### config.mk
export PLATFORM = sky130hd
export DESIGN_NAME = deqc_ram
export DESIGN_NICKNAME = d
export VERILOG_FILES = /design/src/rtl/core/deqc_ram.sv
export SDC_FILE = /design/constraint.sdc
export NUM_CORES = 2
export LEC_CHECK = 0
export BUFFER_PORTS_ARGS = -buffer_cell sky130_fd_sc_hd__buf_4
export CAP_MARGIN = 20
export CORE_MARGIN = 2
export CORE_UTILIZATION = 50
export CTS_BUF_LIST = sky130_fd_sc_hd__clkbuf_4 sky130_fd_sc_hd__clkbuf_8
export DETAILED_ROUTE_END_ITERATION = 8
export PLACE_DENSITY = 0.65
export REMOVE_ABC_BUFFERS = 1
export SLEW_MARGIN = 20
export SYNTH_ARGS = -nofsm -noshare
export SYNTH_HDL_FRONTEND = slang
export SYNTH_SLANG_ARGS = --single-unit
### constraint.sdc
create_clock -name aclk -period 7.8 [get_ports aclk]
set_input_delay 1.95 -clock aclk [delete_from_list [all_inputs] [get_ports aclk]]
set_output_delay 1.95 -clock aclk [all_outputs]
set_load 0.005 [all_outputs]
### src/rtl/core/deqc_ram.sv
module deqc_ram #(
    parameter int DEPTH = 64,
    parameter int WIDTH = 32,
    localparam int AW = $clog2(DEPTH)
) (
    input  logic             aclk,
    input  logic             we,
    input  logic [AW-1:0]    waddr,
    input  logic [WIDTH-1:0] wdata,
    input  logic             re,
    input  logic [AW-1:0]    raddr,
    output logic [WIDTH-1:0] rdata
);

    logic [WIDTH-1:0] mem [DEPTH];
    logic [WIDTH-1:0] rdata_reg;

    always_ff @(posedge aclk) begin
        if (we) begin
            mem[waddr] <= wdata;
        end
        if (re) begin
            rdata_reg <= mem[raddr];
        end
    end

    assign rdata = rdata_reg;

endmodule

; ---- After elaboration in Yosys (flattened, before gate mapping)
; Memory sizes are Yosys's and may differ from the RTL's. A register that Yosys moved wholly into a read port is not among the register bits.
; Index checks and enable logic that the tools add are counted.
; W data, S select, Z words.
[totals]
input_bits = 47
mem_count = 1
reg_bits = 0
output_inout_bits = 32
mem_bits_rw = 2048
elab_cells = 3
[op_classes]
mux = 2
[memory_table]
columns = memory, words, width, rd, rd_clocked_by_memory_dff, wr, line_no
row1 = mem, 64, 32, 1, 1, 1, 15  ; logic [WIDTH-1:0] mem [DEPTH];
[ops]
columns = cell, n
row1 = $mux W1, 2

; ---- Logic depth before layout (Yosys ltp)
[depth]
ltp_word = 2
ltp_mapped = 10
ltp_nobuf = 5

; ---- Worst setup path before layout
; No wires, ideal clock.
[synth_timing]
path_kind = input -> register
startpoint = input port waddr[3]
endpoint = memory mem[48][0], enable pin
path_stages = 4
setup_ps = 461
setup_slack_ps = 2690
t_arrival_ps = 4649
n_path_buf = 1
required_time_ps = 7339
path_cell_list = clkbuf_1 > nor2b_1 > nand4b_1 > nor3_1
[synth_rtl]
columns = element, line_no
row1 = from (decl), 8  ; input logic [AW-1:0] waddr,
row2 = to (decl), 15
; Straight into the memory's write port.

==> results_dict.tcl <==
set metrics [dict create \
    outcome "completed" \
    totalPowerFinal_w 0.0226 \
    place_ws_ps 2210 \
    grt_pass1_wl_um 284000 \
    hpwl_um 106000 \
    wl_um 201000 \
    io_pins 79 \
    yosysWarnings 0 \
    syn_inst 3324 \
    avgSynthCellArea_um2 23.7 \
    busiest_layer "met2" \
    cts_resized 0 \
    netlist_area_um2 78800 \
    vdd_ir_drop_max_mv 0.165 \
    initial_utilization_pct 50.4 \
    r2r_cells 4 \
    synth_flop_cell "edfxtp_1" \
    die_x_um 401 \
    period_needed_ps 4650 \
    met1_usage_pct 37.0 \
    worst_ep_required_time_ps 8490 \
    wire_per_inst_um 33.7 \
    coreArea_um2 156000 \
    fmax_mhz 215 \
    port_buffers 78 \
    ys_types 33 \
    grt_util_met2_pct 38.8 \
    arrival_ps 5340 \
    skew_ps 42.3 \
    drive_gt1_share_pct 33.1 \
    largest_reg_flops 2048 \
    die_y_um 401 \
    fillers 11300 \
    setup-tns-final_ps 0 \
    viasPerCell 6.36 \
    drv_slew 0 \
    overflow 0 \
    synth-async-reset-ratio_pct 0 \
    fin_util_pct 56.8 \
    rsz0062_at_grt "false" \
    multi_input_area_um2 16000 \
    final_antenna_net_count 0 \
    synth_edf_count 2080 \
    path_max_fanout 98 \
    dieArea_um2 161000 \
    place_area_um2 82500 \
    ys_seq_elements 2080 \
    relSlewSlack_pct 25.7 \
    cts_max_level 5 \
    whs_path_depth 4 \
    power.density_nw_per_um2 254 \
    register_area_um2 62500 \
    vias 38000 \
    setup_viol 0 \
    rows 145 \
    cts_setup_buffers 0 \
    finalHoldViolCount 0 \
    finalWorstSetupSlack_ps 3150 \
    gp_congestion 0.790 \
    reg2reg_to "rdata[2]" \
    layout_common_cells "edfxtp_1, mux4_2, clkbuf_8" \
    maxCapViolCount 0 \
    hold_buffers 0 \
    tightest_slew_ps 1110 \
    cts.sinks 2080 \
    min-delay-start "mem[12][20]" \
    final_area_um2 88900 \
    cts.clk_slew.worst_paths_ps 60 \
    r2r_slack_ps 5160 \
    grt_max_degree 99 \
    hold_path_class "flip-flop to flip-flop" \
    antenna_found_initial 13 \
    r2r_start "mem[31][2]" \
    cts_buffers 341 \
    root_buffer "clkbuf_8" \
    nNetsFinal 3713 \
    first_pass_iters 6 \
    cts_tree "done" \
    cp-start-kind "input pin" \
    worst-setup-path-type "input pin to flip-flop" \
    clock_latency_ps 990 \
    area_growth_pct 12.7 \
    hold_end "rdata[20]" \
    clk_path_buf_depth 4 \
    grt_pass1_vias 38200 \
    critPathCaptureType "flip-flop" \
    drt_iter0_drc 4893 \
    drc_errors 0 \
    grt_use_met3_pct 5.21 \
    fin_crit_sh_pct 59.6 \
    grt_usage_pct 25.2 \
    final_common_cell "edfxtp_1" \
    leakage_nw 27.7 \
    ys_seq_area_share_pct 79.2 \
]
-- area by class of cell --
cell class / count / area share (%)
antenna: 7 / 0.0197
clock inverter: 119 / 0.796
clock buffer: 462 / 6.34
tap: 2058 / 2.90
timing repair buffer: 181 / 1.69
sequential: 2080 / 70.3
multi-input combinational: 1062 / 18.0
-- per-stage QoR --
step / std cells / hold WS, ps
4_1_cts: 5962 / 812
6_report: 5969 / 826
5_1_grt: 5963 / 882
2_1_floorplan: 3142 / 750
3_3_place_gp: 5381 / 775
3_5_place_dp: 5381 / 800
-- routing by layer --
metal | up-vias | share of wire, %
met5 | - | 0.033
met4 | 10 | 2.6
met3 | 362 | 10
met2 | 2011 | 47
met1 | 20500 | 40
li1 | 15000 | -
-- worst max path at each step --
stage | start | endpoint | slack [ps] | cells after the start
2_1_floorplan | we | mem[48][0] | 2840 | 3
3_3_place_gp | raddr[0] | rdata[24] | 2220 | 6
3_5_place_dp | raddr[0] | rdata[24] | 2210 | 6
4_1_cts | raddr[0] | rdata[24] | 3270 | 6
5_1_grt | raddr[0] | rdata[24] | 3060 | 6
6_report | raddr[0] | rdata[24] | 3150 | 6
-- power by group --
| part | internal, W | switching, W | total [W] |
|---|---|---|---|
| registers | 0.0124 | 0.0000443 | 0.0124 |
| logic | 0.000409 | 0.000684 | 0.00109 |
| clock network | 0.00491 | 0.00412 | 0.00903 |
| total | 0.0177 | 0.00485 | 0.0226 |
-- Yosys cell counts, drive strengths merged, types with 2 or more instances --
cell    number  area, µm²
edfxtp    2080      62500
mux4       544      12300
nor2       137        514
buf        108        608
mux2i       93        931
o22ai       84        526
clkbuf      74        278
a21oi       62        310
o221ai      27        236
nand2       26       97.6
nor2b       15       93.8
a22oi       12       90.1
a311oi       8       70.1
nand2b       8       50.1
nor3         7       35.0
nand3        5       25.0
nand3b       5       37.5
or3b         5       43.8
a41o         4       40.0
and3         4       25.0
o32ai        4       35.0
or2          3       18.8
or3          3       18.8
and2         2       12.5
nand4        2       12.5
-- cell families after synthesis --
family,count (synthesis),synth area share (%)
compound gates,202,1.67
flops,2080,79.2
buf+inv,182,1.12
simple gates,223,1.26
mux,637,16.7
-- worst max-delay path, cell delays in order --
cell and delay (ps):
buf_8 550, buf_12 600, mux4_2 610, mux4_2 480
o22ai_1 750, nor2_1 100
Power figures use the tool's default switching activity.
